[config.mk]
export PLATFORM = sky130hd
export DESIGN_NAME = chunk_tag_locator
export DESIGN_NICKNAME = d
export VERILOG_FILES = /design/src/rtl/ctl_pkg.sv /design/src/rtl/chunk_tag_locator.sv
export SDC_FILE = /design/constraint.sdc
export NUM_CORES = 1
export LEC_CHECK = 0
export CAP_MARGIN = 20
export CORE_ASPECT_RATIO = 1.4
export CORE_MARGIN = 2
export CORE_UTILIZATION = 65
export CTS_BUF_LIST = sky130_fd_sc_hd__clkbuf_4
export CTS_CLUSTER_SIZE = 30
export DETAILED_ROUTE_END_ITERATION = 10
export DONT_BUFFER_PORTS = 1
export PLACE_DENSITY_LB_ADDON = 0.15
export SKIP_LAST_GASP = 1
export SYNTH_ARGS = -nofsm -noshare
export SYNTH_HDL_FRONTEND = slang
export SYNTH_SLANG_ARGS = --single-unit
[constraint.sdc]
create_clock -name clock -period 3.1 [get_ports clock]
set_input_delay 0.31 -clock clock [delete_from_list [all_inputs] [get_ports clock]]
set_output_delay 0.31 -clock clock [all_outputs]
set_load 0.01 [all_outputs]
[src/rtl/ctl_pkg.sv]
// Shared types, constants and helpers for the chunk tag locator.
// Used by the locator top level and its port checker; no dependencies.
`timescale 1ns / 1ps
`default_nettype none

package ctl_pkg;

   localparam int OFFSET_BITS = 32;
   localparam int LOC_BITS    = 32;
   localparam int TAG_BITS    = 32;
   localparam int SIZE_BITS   = 32;
   localparam int CSR_DATA_BITS = 32;
   localparam int CSR_ADDR_BITS = 3;

   localparam logic [OFFSET_BITS-1:0] POS_MAX = {OFFSET_BITS{1'b1}};
   localparam logic [OFFSET_BITS-1:0] HDR_BACK = OFFSET_BITS'(3);

   localparam logic [7:0] CHAR_A   = 8'h41;
   localparam logic [7:0] CHAR_Z   = 8'h5A;
   localparam logic [7:0] CHAR_TWO = 8'h32;
   localparam logic [7:0] CHAR_M   = 8'h4D;

   localparam logic [1:0] WINDOW_FULL = 2'd3;
   localparam logic [1:0] SIZE_LAST   = 2'd3;

   // register select on address bit 2
   localparam logic CSR_TARGET_TAG   = 1'b0;
   localparam logic CSR_START_OFFSET = 1'b1;

   typedef enum logic [1:0] {
      MODE_SKIP = 2'd0,
      MODE_SCAN = 2'd1,
      MODE_SIZE = 2'd2,
      MODE_DONE = 2'd3
   } mode_type;

   function automatic logic tag_char_ok(input logic [7:0] c);
      tag_char_ok = ((c >= CHAR_A) && (c <= CHAR_Z)) || (c == CHAR_TWO);
   endfunction

endpackage

`default_nettype wire

[src/rtl/chunk_tag_locator.sv]
// Chunk tag locator: byte-stream chunk walker with an APB register port.
// Depends on ctl_pkg for widths, parse modes and tag character checks.
//
// Feed a file one byte per transfer on req_ with tlast on its final byte. Bytes
// before start_offset are dropped; the block then slides a 4-byte window looking
// for a chunk header (three bytes A-Z or '2', then 'M'). A header equal to
// target_tag yields one result with found set and the header's byte offset; any
// other header has its little-endian size read and that many bytes skipped. A file
// that ends without a match yields one result with found clear and location 0.
// After a result, bytes up to tlast are dropped and the block rearms for the next
// file. One byte is taken per clock while the result is not stalled: each byte
// passes an input register, the compare, shift and counter logic, and a result
// register. A stalled result holds back only bytes that follow.
// Write registers only while no transfer is in flight.
`timescale 1ns / 1ps
`default_nettype none

module chunk_tag_locator (
   input  wire logic                              clock,
   input  wire logic                              reset,
   // tdata: [7:0] data_byte
   input  wire logic [7:0]                        req_tdata,
   input  wire logic                              req_tlast,
   input  wire logic                              req_tvalid,
   output logic                                   req_tready,
   // tdata: [31:0] location
   output logic [ctl_pkg::LOC_BITS-1:0]           rsp_tdata,
   // tuser: [0] found
   output logic                                   rsp_tuser,
   output logic                                   rsp_tvalid,
   input  wire logic                              rsp_tready,
   input  wire logic                              csr_psel,
   input  wire logic                              csr_penable,
   input  wire logic                              csr_pwrite,
   input  wire logic [ctl_pkg::CSR_ADDR_BITS-1:0] csr_paddr,
   input  wire logic [ctl_pkg::CSR_DATA_BITS-1:0] csr_pwdata,
   output logic [ctl_pkg::CSR_DATA_BITS-1:0]      csr_prdata,
   output logic                                   csr_pready
);
   import ctl_pkg::*;

   logic [TAG_BITS-1:0]    target_ff, target_in;
   logic [OFFSET_BITS-1:0] start_ff, start_in;

   logic       in_valid_ff, in_valid_in;
   logic [7:0] in_byte_ff, in_byte_in;
   logic       in_last_ff, in_last_in;

   logic                   out_valid_ff, out_valid_in;
   logic                   out_found_ff, out_found_in;
   logic [LOC_BITS-1:0]    out_loc_ff, out_loc_in;

   mode_type               mode_ff, mode_in;
   logic [OFFSET_BITS-1:0] pos_ff, pos_in;
   logic [23:0]            recent_ff, recent_in;
   logic [1:0]             count_ff, count_in;
   logic [SIZE_BITS-1:0]   acc_ff, acc_in;
   logic [1:0]             idx_ff, idx_in;
   logic [OFFSET_BITS-1:0] skip_ff, skip_in;

   logic       csr_write;
   logic       out_free;
   logic       process;
   mode_type   mode_eff;
   logic [23:0] recent_eff;
   logic [1:0]  count_eff;
   logic [31:0] window;
   logic        hit;
   logic        match;
   logic [SIZE_BITS-1:0] acc_next;
   logic [OFFSET_BITS-1:0] hdr_pos;

   assign csr_pready = 1'b1;
   assign csr_write  = csr_psel && csr_penable && csr_pwrite && csr_pready;

   always_comb begin
      case (csr_paddr[2])
         CSR_TARGET_TAG:   csr_prdata = target_ff;
         CSR_START_OFFSET: csr_prdata = CSR_DATA_BITS'(start_ff);
         default:          csr_prdata = '0;
      endcase
   end

   assign out_free   = !out_valid_ff || rsp_tready;
   assign process    = in_valid_ff && out_free;
   assign req_tready = !in_valid_ff || out_free;

   assign rsp_tvalid = out_valid_ff;
   assign rsp_tuser  = out_found_ff;
   assign rsp_tdata  = out_loc_ff;

   // a skip that has run out hands this byte to the scan
   assign mode_eff   = (mode_ff == MODE_SKIP && skip_ff == '0) ? MODE_SCAN : mode_ff;
   assign recent_eff = (mode_ff == MODE_SKIP) ? 24'd0 : recent_ff;
   assign count_eff  = (mode_ff == MODE_SKIP) ? 2'd0 : count_ff;
   assign window     = {in_byte_ff, recent_eff};
   assign hit        = (count_eff == WINDOW_FULL) && tag_char_ok(window[7:0]) &&
                       tag_char_ok(window[15:8]) && tag_char_ok(window[23:16]) &&
                       (in_byte_ff == CHAR_M);
   assign match      = (window == target_ff);
   assign acc_next   = acc_ff | (SIZE_BITS'(in_byte_ff) << {idx_ff, 3'b000});
   assign hdr_pos    = pos_ff - HDR_BACK;

   // next parse mode
   always_comb begin
      mode_in = mode_ff;
      if (process) begin
         case (mode_eff)
            MODE_SKIP: mode_in = MODE_SKIP;
            MODE_SCAN: begin
               if (hit && match) begin
                  mode_in = MODE_DONE;
               end else if (hit) begin
                  mode_in = MODE_SIZE;
               end else begin
                  mode_in = MODE_SCAN;
               end
            end
            MODE_SIZE: mode_in = (idx_ff == SIZE_LAST) ? MODE_SKIP : MODE_SIZE;
            MODE_DONE: mode_in = MODE_DONE;
            default:   mode_in = MODE_SKIP;
         endcase
         if (in_last_ff) begin
            mode_in = MODE_SKIP;
         end
      end
   end

   // datapath, result and register port
   always_comb begin
      target_in    = target_ff;
      start_in     = start_ff;
      in_valid_in  = in_valid_ff;
      in_byte_in   = in_byte_ff;
      in_last_in   = in_last_ff;
      out_valid_in = out_valid_ff && !rsp_tready;
      out_found_in = out_found_ff;
      out_loc_in   = out_loc_ff;
      pos_in       = pos_ff;
      recent_in    = recent_ff;
      count_in     = count_ff;
      acc_in       = acc_ff;
      idx_in       = idx_ff;
      skip_in      = skip_ff;

      if (req_tvalid && req_tready) begin
         in_valid_in = 1'b1;
         in_byte_in  = req_tdata;
         in_last_in  = req_tlast;
      end else if (process) begin
         in_valid_in = 1'b0;
      end

      if (process) begin
         if (pos_ff != POS_MAX) begin
            pos_in = pos_ff + OFFSET_BITS'(1);
         end
         case (mode_eff)
            MODE_SKIP: skip_in = skip_ff - OFFSET_BITS'(1);
            MODE_SCAN: begin
               recent_in = {in_byte_ff, recent_eff[23:8]};
               count_in  = (count_eff == WINDOW_FULL) ? count_eff : count_eff + 2'd1;
               if (hit && match) begin
                  out_valid_in = 1'b1;
                  out_found_in = 1'b1;
                  out_loc_in   = LOC_BITS'(hdr_pos);
               end else if (hit) begin
                  acc_in = '0;
                  idx_in = '0;
               end
            end
            MODE_SIZE: begin
               acc_in = acc_next;
               if (idx_ff == SIZE_LAST) begin
                  skip_in = OFFSET_BITS'(acc_next);
                  idx_in  = '0;
               end else begin
                  idx_in = idx_ff + 2'd1;
               end
            end
            MODE_DONE: begin
            end
            default: begin
            end
         endcase
         if (in_last_ff) begin
            if (!(mode_eff == MODE_SCAN && hit && match) && mode_ff != MODE_DONE) begin
               out_valid_in = 1'b1;
               out_found_in = 1'b0;
               out_loc_in   = '0;
            end
            pos_in    = '0;
            recent_in = '0;
            count_in  = '0;
            acc_in    = '0;
            idx_in    = '0;
            skip_in   = start_ff;
         end
      end else if (csr_write) begin
         case (csr_paddr[2])
            CSR_TARGET_TAG:   target_in = csr_pwdata[TAG_BITS-1:0];
            CSR_START_OFFSET: begin
               start_in = OFFSET_BITS'(csr_pwdata);
               if (pos_ff == '0 && mode_ff == MODE_SKIP) begin
                  skip_in = OFFSET_BITS'(csr_pwdata);
               end
            end
            default: begin
            end
         endcase
      end
   end

   always_ff @(posedge clock) begin
      if (reset) begin
         target_ff    <= '0;
         start_ff     <= '0;
         in_valid_ff  <= 1'b0;
         out_valid_ff <= 1'b0;
         mode_ff      <= MODE_SKIP;
         pos_ff       <= '0;
         recent_ff    <= '0;
         count_ff     <= '0;
         acc_ff       <= '0;
         idx_ff       <= '0;
         skip_ff      <= '0;
      end else begin
         target_ff    <= target_in;
         start_ff     <= start_in;
         in_valid_ff  <= in_valid_in;
         out_valid_ff <= out_valid_in;
         mode_ff      <= mode_in;
         pos_ff       <= pos_in;
         recent_ff    <= recent_in;
         count_ff     <= count_in;
         acc_ff       <= acc_in;
         idx_ff       <= idx_in;
         skip_ff      <= skip_in;
      end
   end

   always_ff @(posedge clock) begin
      in_byte_ff   <= in_byte_in;
      in_last_ff   <= in_last_in;
      out_found_ff <= out_found_in;
      out_loc_ff   <= out_loc_in;
   end

endmodule

`default_nettype wire

==> impl_metrics.toml, run 1 <==
[global_routing]
grt_max_degree = 136
grt_use_total_pct = 36.0
antenna_found_initial = 2
globalRouteOverflowTotal = 0
first_global_vias = 11300
grt_pass1_wl_mm = 58.5

[detailed_routing]
wl_mm = 37.5
drt-vias-per-instance = 6.43
vias = 11800
drt_iter0_markers = 1066
drc = 0
dr.pass1.iters = 6
wl_per_cell_um = 20.5
ant_nets = 0

[clock_network]
cts_buffers = 57
htree_num_levels = 2
cts_tree = "yes"
clock_latency_ns = 0.73
postCtsSetupRepairBufs = 0
clkTransAtPathRegs_ns = 0.07
clk_path_buf_depth = 3
clock-sinks = 234
cts_root_buffer = "clkbuf_4"

[die]
start_util_pct = 65.9
die_w_um = 121
coreArea_um2 = 19100
rows = 60
pin_count = 119
die_h_um = 168
dieArea_um2 = 20500

[synthesis]
syn-mean-instance-area_um2 = 8.36
syn-instance-count = 1503
ys.warnings.count = 0
syn_nets = 1558
ys_ff_latch = 234
synthArstFlopShare_pct = 0
synth-edff-count = 42
synth_cell_types = 77
synth_area_um2 = 12600
ys_seq_area_share_pct = 40.6
synth_ff_type = "dfxtp_1"

[job]
cap_violations = 0

[pwr]
peakVddDrop_mv = 0.371
leakagePower_nw = 5.14
power.density_nw_per_um2 = 477

[cells_and_area]
final_cell_mix = "nand2_1 (252), dfxtp_1 (192), a21oi_1 (163)"
utilization_pct = 72.9
num-fill-cells = 1512
synthToLayoutAreaGrowth_pct = 10.7
finalNetCount = 1597
seqCellArea_um2 = 5100
fin_area_um2 = 13900
drive_gt1_share_pct = 13.7
multi_input_area_um2 = 6730
final_common_cell = "nand2_1"

[worst_setup_path]
worstPathArrival_ns = 3.42
crit_slowest_cell = "or4_4"
critPathLaunch = "skip_ff[11]$_SDFFE_PP0P_"
rr_startpoint = "skip_ff[11]$_SDFFE_PP0P_"
critical_path_required_ns = 3.65
crit_path_frequent_cell = "nor2_1"
crit_type = "reg -> reg"
start_kind = "flop"
crit_chain = "or4_4 -> nor4_4 -> a41oi_1 -> nor2_1 -> nand2_1 -> o31ai_4 -> buf_12 -> nor2_1"
end_kind = "flop"
crit_path_max_incr_delay_ns = 0.62
cp_max_fo = 28

[place]
io_buffers = 0
hpwl_mm = 25.7
postPlaceCellArea_um2 = 12700
place.gp.congestion = 0.947

[timing]
drv_slew = 0
tightest_slew_ns = 0.828
fin_crit_sh_pct = 92.8
fmax_mhz = 348
setup_tns_ns = 0
rsz0062_at_grt = "false"
fin_skew_ns = 0.0782
setup_viol = 0
fin_crit_ns = 2.88
max_slew_margin_pct = 44.2
hold_viol = 0

[worst_hold_path]
hold_class = "in -> reg"
min_from = "csr_pwdata[5]"

[outcome]
status = "finished clean"
## worst paths after layout
check	slack (ns)	endpoint	cells past startpoint
min reg2reg	0.47	acc_ff[13]$_SDFFE_PP0P_	2
max	0.22	acc_ff[19]$_SDFFE_PP0P_	8
max reg2reg	0.22	acc_ff[19]$_SDFFE_PP0P_	8
min	0.03	skip_ff[5]$_SDFFE_PP0P_	3
## layer usage
layer / routed length, um / part of all wire, % / global-route usage [%] / up-vias
met3: 2930 / 7.8 / 6.81 / 180
met1: 13300 / 35 / 39.6 / 5502
met5: 0 / 0 / 0 / -
met2: 18400 / 49 / 62.3 / 619
met4: 2850 / 7.6 / 24.2 / 0
li1: - / - / - / 5485
## report_power, final
part	switching [mW]	internal, mW
clock network	1.23	1.37
registers	0.0933	3.17
logic	0.477	0.299
total	1.80	4.84
## flip-flops by register name, summed over array words and instances, names as in the netlist
signal       count
mode_ff          2
in_last_ff       1
count_ff         2
rsp_tuser        1
in_byte_ff       8
rsp_tdata       32
recent_ff       24
in_valid_ff      1
start_ff        32
skip_ff         32
target_ff       32
idx_ff           2
pos_ff          32
rsp_tvalid       1
acc_ff          32
## critical path: cells and delay by family, from the launching register on
kind,cells,cell delay (ns)
buf+inv,1,0.22
flops,1,0.37
compound gates,2,0.59
simple gates,5,1.51
## cells in the mapped netlist, types with 8 or more instances
library cell | n | share of area (%)
a21oi_1 | 163 | 6.5
o21ai_0 | 31 | 1.2
mux2i_1 | 33 | 2.6
nor3_1 | 31 | 1.2
nand4_1 | 15 | 0.75
o211ai_1 | 11 | 0.66
or4_1 | 8 | 0.48
a211oi_1 | 45 | 2.7
clkbuf_1 | 85 | 2.5
nor2b_1 | 12 | 0.60
mux2_2 | 32 | 2.9
a22oi_1 | 24 | 1.4
clkbuf_8 | 13 | 1.4
buf_2 | 10 | 0.40
xnor2_1 | 48 | 3.3
xor2_1 | 34 | 2.4
a311oi_1 | 8 | 0.56
nor4_1 | 23 | 1.1
edfxtp_1 | 42 | 10
a31oi_1 | 8 | 0.40
o221ai_1 | 9 | 0.63
or3_1 | 20 | 1.0
nand2_1 | 252 | 7.5
nor2_1 | 149 | 4.5
inv_1 | 27 | 0.81
nand3_1 | 32 | 1.3
dfxtp_1 | 192 | 31
o32ai_1 | 11 | 0.77
## timing repair
action / 4_1_cts / 5_1_grt
hold buffers: 45 / 0
hold endpoints to repair: 144 / 0
setup endpoints to repair: 0 / 1
resized for setup: 0 / 1
## logic make-up after synthesis
logic type / after synthesis / share of synthesized area [%]
compound gates: 370 / 19.3
xor+xnor: 82 / 5.72
fa+ha+maj: 4 / 0.398
buf+inv: 145 / 5.86
flops: 234 / 40.6
mux: 65 / 5.50
other cells: 1 / 0.0299
simple gates: 602 / 22.5
## layout make-up
| type | instances | area share [%] |
|---|---|---|
| multi-input combinational | 1124 | 48.4 |
| sequential | 234 | 36.7 |
| timing repair buffer | 97 | 6.53 |
| clock buffer | 89 | 4.81 |
| tap | 248 | 2.23 |
| inverter | 28 | 0.765 |
| clock inverter | 9 | 0.459 |
| antenna | 3 | 0.0540 |
## stage by stage
stage / power [mW] / setup slack (ns) / hold WS, ns / instances
finish: 6.64 / 0.223 / 0.0256 / 1832
global route: 6.87 / 0.129 / 0.0120 / 1831
CTS: 6.65 / 0.186 / 0.00476 / 1829
detailed placement: 3.99 / 0.261 / 0.390 / 1686
global placement: 3.98 / 0.329 / 0.386 / 1686
floorplan: 3.86 / 0.516 / 0.409 / 1503
No activity file was read; power rests on OpenSTA's default activity.
==> inputs of run 2 (changes only) <==
--- a/config.mk
+++ b/config.mk
@@ -14,6 +14,7 @@
 export DETAILED_ROUTE_END_ITERATION = 10
 export DONT_BUFFER_PORTS = 1
 export PLACE_DENSITY_LB_ADDON = 0.15
+export REMOVE_ABC_BUFFERS = 1
 export SKIP_LAST_GASP = 1
 export SYNTH_ARGS = -nofsm -noshare
 export SYNTH_HDL_FRONTEND = slang
==> run 2 against run 1 <==
Effect of this change:
- final area down 0.23%
- via count shrank 1.3%
- first-iteration DRC count is 3.4% higher
- count of clock-buffer cells in the layout fell by 10
- maximum frequency is 1.8% higher
- sequential cell count stayed put
- die area unchanged
- critical path depth is the same
- register-to-register slack improved by 0.05 ns
- largest power group unchanged
==> impl_metrics.toml, run 2 (synthesized netlist as in run 1, its figures left out) <==
[detailed_routing]
drt_iter0_markers = 1102
wl_per_cell_um = 19.9
vias = 11600
wl_mm = 36.5
drt-vias-per-instance = 6.34
ant_nets = 0
dr.pass1.iters = 5
drc = 0

[worst_setup_path]
rr_startpoint = "skip_ff[11]$_SDFFE_PP0P_"
start_kind = "flop"
crit_slowest_cell = "or4_4"
crit_chain = "or4_4 -> nor4_4 -> nand4_1 -> o21ai_1 -> a21o_1 -> buf_4 -> o21ai_0 -> a21oi_1"
r2r_slack_ns = 0.27
crit_type = "reg -> reg"
end_kind = "flop"
crit_path_max_incr_delay_ns = 0.61
cp_max_fo = 12
rr_endpoint = "skip_ff[30]$_SDFFE_PP0P_"
critical_path_required_ns = 3.69
r2r_cells = 8
worstPathArrival_ns = 3.42

[outcome]
status = "finished clean"

[timing]
rsz0062_at_grt = "false"
setup_viol = 0
fin_skew_ns = 0.0492
hold_viol = 0
tightest_slew_ns = 0.795
fin_crit_sh_pct = 91.2
max_slew_margin_pct = 47.0
drv_slew = 0
fin_crit_ns = 2.83
fmax_mhz = 354

[pwr]
pwr-share-seq_pct = 50.9
power.internal_mw = 4.64
power.density_nw_per_um2 = 463
peakVddDrop_mv = 0.358
p_clk_share_pct = 37.0
power_switching_share_pct = 27.8
power_frac_comb_pct = 12.1
leakagePower_nw = 5.14
p_switching_mw = 1.78

[worst_hold_path]
min_to = "skip_ff[6]$_SDFFE_PP0P_"
hold_class = "in -> reg"
holdPathStages = 3
min_from = "csr_pwdata[6]"

[cells_and_area]
drive_gt1_share_pct = 13.6
fin_area_um2 = 13900
synthToLayoutAreaGrowth_pct = 10.4
seqCellArea_um2 = 5100
finalNetCount = 1604
multi_input_area_um2 = 6730
utilization_pct = 72.7
final_common_cell = "nand2_1"
num-fill-cells = 1550
final_cell_mix = "nand2_1 (252), dfxtp_1 (192), a21oi_1 (163)"

[clock_network]
cts_root_buffer = "clkbuf_4"
clock-sinks = 234
cts_resized = 0
clock_latency_ns = 0.69
cts_buffers = 55
cts_tree = "yes"
postCtsSetupRepairBufs = 0
clk_path_buf_depth = 3
clkTransAtPathRegs_ns = 0.07
ctsHoldBuffers = 45
htree_num_levels = 2

[global_routing]
grt_max_degree = 136
antenna_found_initial = 1
globalRouteOverflowTotal = 0
first_global_vias = 11200
grt_pass1_wl_mm = 57.4
grt_use_total_pct = 35.3

[die]
die_w_um = 121
dieArea_um2 = 20500
die_h_um = 168
coreArea_um2 = 19100
rows = 60
start_util_pct = 65.9
pin_count = 119

[place]
place.gp.congestion = 0.927
io_buffers = 0
postPlaceCellArea_um2 = 12700
hpwl_mm = 24.9

[job]
cap_violations = 0
## run 2: changes by cell type in the layout (fill, tap and decap cells not counted), moves of 2 or more
cell      change
clkinv_1      +6
buf_4        +10
clkinv_2      +2
clkbuf_4     -10
## run 2: area by class of cell
| type | count | area share (%) |
|---|---|---|
| multi-input cells | 1124 | 48.5 |
| repair buffers | 106 | 6.95 |
| flip-flops and latches | 234 | 36.8 |
| inverters | 28 | 0.767 |
| clock buffers | 79 | 4.28 |
| clock inverters | 15 | 0.424 |
| diodes | 2 | 0.0361 |
| well taps | 248 | 2.24 |
## run 2: through the flow
step	hold slack (ns)	cells	power, mW	TNS [ns]	worst slack, ns
floorplan	0.379	1386	3.78	-126.98	-1.17
global placement	0.398	1695	3.99	0	0.374
detailed placement	0.401	1695	4.01	0	0.298
CTS	0.0204	1834	6.43	0	0.253
global route	0.0557	1836	6.67	0	0.0244
finish	0.0607	1836	6.42	0	0.273
## run 2: worst max-delay path by stage
stage	start	endpoint	slack [ns]	depth (start not counted)
after global routing	pos_ff[7]$_SDFFE_PP0P_	skip_ff[21]$_SDFFE_PP0P_	0.02	6
after floorplan	rsp_tvalid$_SDFF_PP0_	target_ff[0]$_SDFFE_PP0P_	-1.17	6
final	skip_ff[11]$_SDFFE_PP0P_	skip_ff[30]$_SDFFE_PP0P_	0.27	8
after global placement	recent_ff[7]$_SDFFE_PP0P_	acc_ff[28]$_SDFFE_PP0P_	0.37	9
after detailed placement	pos_ff[7]$_SDFFE_PP0P_	skip_ff[21]$_SDFFE_PP0P_	0.30	6
after CTS	in_byte_ff[4]$_DFFE_PP_	acc_ff[2]$_SDFFE_PP0P_	0.25	9
## run 2: power groups by stage
stage / clock network (mW) / registers (mW) / logic (mW)
global route: 2.55 / 3.28 / 0.838
detailed placement: 0 / 3.33 / 0.671
CTS: 2.40 / 3.27 / 0.766
finish: 2.37 / 3.27 / 0.778
floorplan: 0 / 3.32 / 0.459
global placement: 0 / 3.33 / 0.655
## run 2: layer usage
metal | global-route usage [%] | wire length [um]
met1 | 39.9 | 13200
met2 | 61.5 | 18500
met3 | 5.53 | 2510
met4 | 22.3 | 2400
met5 | 0 | 0
## run 2: worst max-delay path: cells and delay by family (launching register included)
| family | cells | cell delay (ns) |
|---|---|---|
| buffers and inverters | 1 | 0.27 |
| flip-flops | 1 | 0.38 |
| AO/OA/AOI/OAI | 4 | 0.99 |
| AND/OR/NAND/NOR | 3 | 1.08 |
==> inputs of run 3 (changes only) <==
--- a/config.mk
+++ b/config.mk
@@ -6,9 +6,9 @@
 export NUM_CORES = 1
 export LEC_CHECK = 0
 export CAP_MARGIN = 20
-export CORE_ASPECT_RATIO = 1.4
+export CORE_ASPECT_RATIO = 0.8
 export CORE_MARGIN = 2
-export CORE_UTILIZATION = 65
+export CORE_UTILIZATION = 51
 export CTS_BUF_LIST = sky130_fd_sc_hd__clkbuf_4
 export CTS_CLUSTER_SIZE = 30
 export DETAILED_ROUTE_END_ITERATION = 10
==> run 3 against run 2 <==
Effect of this change:
- utilization shrank 14 points
- setup slack worse by 0.071 ns
- total power up 5.9%
- critical path depth shrank 1
- count of clock-buffer cells in the layout is 12 higher
- clock skew up 0.016 ns
- die area up 27%
- maximum frequency is 2.4% lower
- first-iteration DRC count is essentially flat
- combinational power increased by 3.3%
- sequential share of layout area fell by 0.86 points
- final area is 2.4% higher
- critical endpoint is now skip_ff[19]$_SDFFE_PP0P_
- largest power group unchanged
==> impl_metrics.toml, run 3 (synthesized netlist as in run 1, its figures left out) <==
[detailed_routing]
ant_nets = 0
wl_per_cell_um = 20.4
drt_iter0_markers = 1101
wl_mm = 39.4
drc = 0
vias = 11700
dr.pass1.iters = 6
drt-vias-per-instance = 6.07

[place]
hpwl_mm = 26.4
postPlaceCellArea_um2 = 12900
place.gp.congestion = 0.909
place_ws_ns = -0.101
io_buffers = 0

[timing]
setup_viol = 0
hold_viol = 0
rsz0062_at_grt = "false"
fin_crit_sh_pct = 93.5
max_slew_margin_pct = 36.6
tightest_slew_ns = 0.941
drv_slew = 0
setup_slack_ns = 0.203
fin_crit_ns = 2.90
fin_skew_ns = 0.0651
fmax_mhz = 345
setup_tns_ns = 0
holdWs_ns = 0.0504

[pwr]
power_switching_share_pct = 28.0
peakVddDrop_mv = 0.363
pwr-share-seq_pct = 48.1
power.density_nw_per_um2 = 479
power.internal_mw = 4.89
leakagePower_nw = 5.28
p_clk_share_pct = 40.1
p_switching_mw = 1.90
power_frac_comb_pct = 11.8

[cells_and_area]
final_cell_mix = "nand2_1 (252), dfxtp_1 (192), a21oi_1 (163)"
utilization_pct = 58.6
drive_gt1_share_pct = 15.0
num-fill-cells = 2238
finalNetCount = 1620
fin_area_um2 = 14200
final_common_cell = "nand2_1"
synthToLayoutAreaGrowth_pct = 13.1

[outcome]
status = "finished clean"

[clock_network]
cts_tree = "yes"
cts_root_buffer = "clkbuf_4"
clkTransAtPathRegs_ns = 0.07
clk_path_buf_depth = 3
clock_latency_ns = 0.74
postCtsSetupRepairBufs = 0
htree_num_levels = 2
clock-sinks = 234
cts_buffers = 60

[die]
dieArea_um2 = 25900
rows = 51
die_w_um = 179
coreArea_um2 = 24200
die_h_um = 144
pin_count = 119
start_util_pct = 51.8

[worst_hold_path]
min_from = "reset"
hold_class = "in -> reg"

[global_routing]
grt_max_degree = 136
globalRouteOverflowTotal = 0
grt_pass1_wl_mm = 60.8
antenna_found_initial = 2
first_global_vias = 10800
grt_use_total_pct = 29.7

[worst_setup_path]
end_kind = "flop"
critPathLaunch = "pos_ff[8]$_SDFFE_PP0P_"
critical_path_required_ns = 3.71
crit_type = "reg -> reg"
worstPathArrival_ns = 3.51
cp_max_fo = 16
rr_startpoint = "pos_ff[8]$_SDFFE_PP0P_"
start_kind = "flop"

[job]
cap_violations = 0
-- run 3: power groups by stage --
stage          clock [mW]  sequential (mW)  combinational, mW
6_report             2.73             3.27              0.804
5_1_grt              2.95             3.28              0.871
4_1_cts              2.78             3.27              0.791
3_5_place_dp            0             3.33              0.697
3_3_place_gp            0             3.33              0.684
2_1_floorplan           0             3.32              0.459
-- run 3: metrics by stage --
| stage | cells | power (mW) |
|---|---|---|
| finish | 1930 | 6.80 |
| global route | 1930 | 7.10 |
| CTS | 1928 | 6.83 |
| detailed placement | 1776 | 4.03 |
| global placement | 1776 | 4.02 |
| floorplan | 1386 | 3.78 |
-- run 3: area by class of cell --
class | instances | area [um2] | share of cell area [%]
sequential | 234 | 5100 | 35.9
clock buffer | 91 | 683 | 4.81
inverter | 28 | 108 | 0.758
multi-input combinational | 1124 | 6740 | 47.5
clock inverter | 16 | 91.3 | 0.643
tap | 318 | 398 | 2.80
antenna | 2 | 5.00 | 0.0352
timing repair buffer | 117 | 1070 | 7.54
-- run 3: worst max-delay path, stage by stage (launching register included) --
cell and delay (ns):
dfxtp_1 0.38, or4_1 0.61, nor3_1 0.55, a31oi_1 0.27, a21o_1 0.32, buf_12 0.19
buf_4 0.16, o41ai_1 0.34
-- run 3: final timing paths --
path         slack, ns  cells after the start                       end
min reg2reg       0.47                      2  count_ff[0]$_SDFFE_PP0P_
max               0.20                      7  skip_ff[19]$_SDFFE_PP0P_
min               0.05                      4    idx_ff[0]$_SDFFE_PP0P_
max reg2reg       0.20                      7  skip_ff[19]$_SDFFE_PP0P_
-- run 3: repair_timing --
item | CTS | global route
gates resized for setup | 1 | 2
hold buffers | 45 | 0
endpoints found under the hold margin | 144 | 0
setup endpoints to repair | 31 | 5
-- run 3: layer usage --
metal | routed length [um] | track usage [%] | up-vias | part of all wire, %
met5 | 0 | 0 | - | 0
met4 | 786 | 8.09 | 0 | 2.0
met1 | 18500 | 42.9 | 5648 | 47
met3 | 3640 | 7.61 | 56 | 9.2
li1 | - | - | 5542 | -
met2 | 16500 | 43.7 | 473 | 42
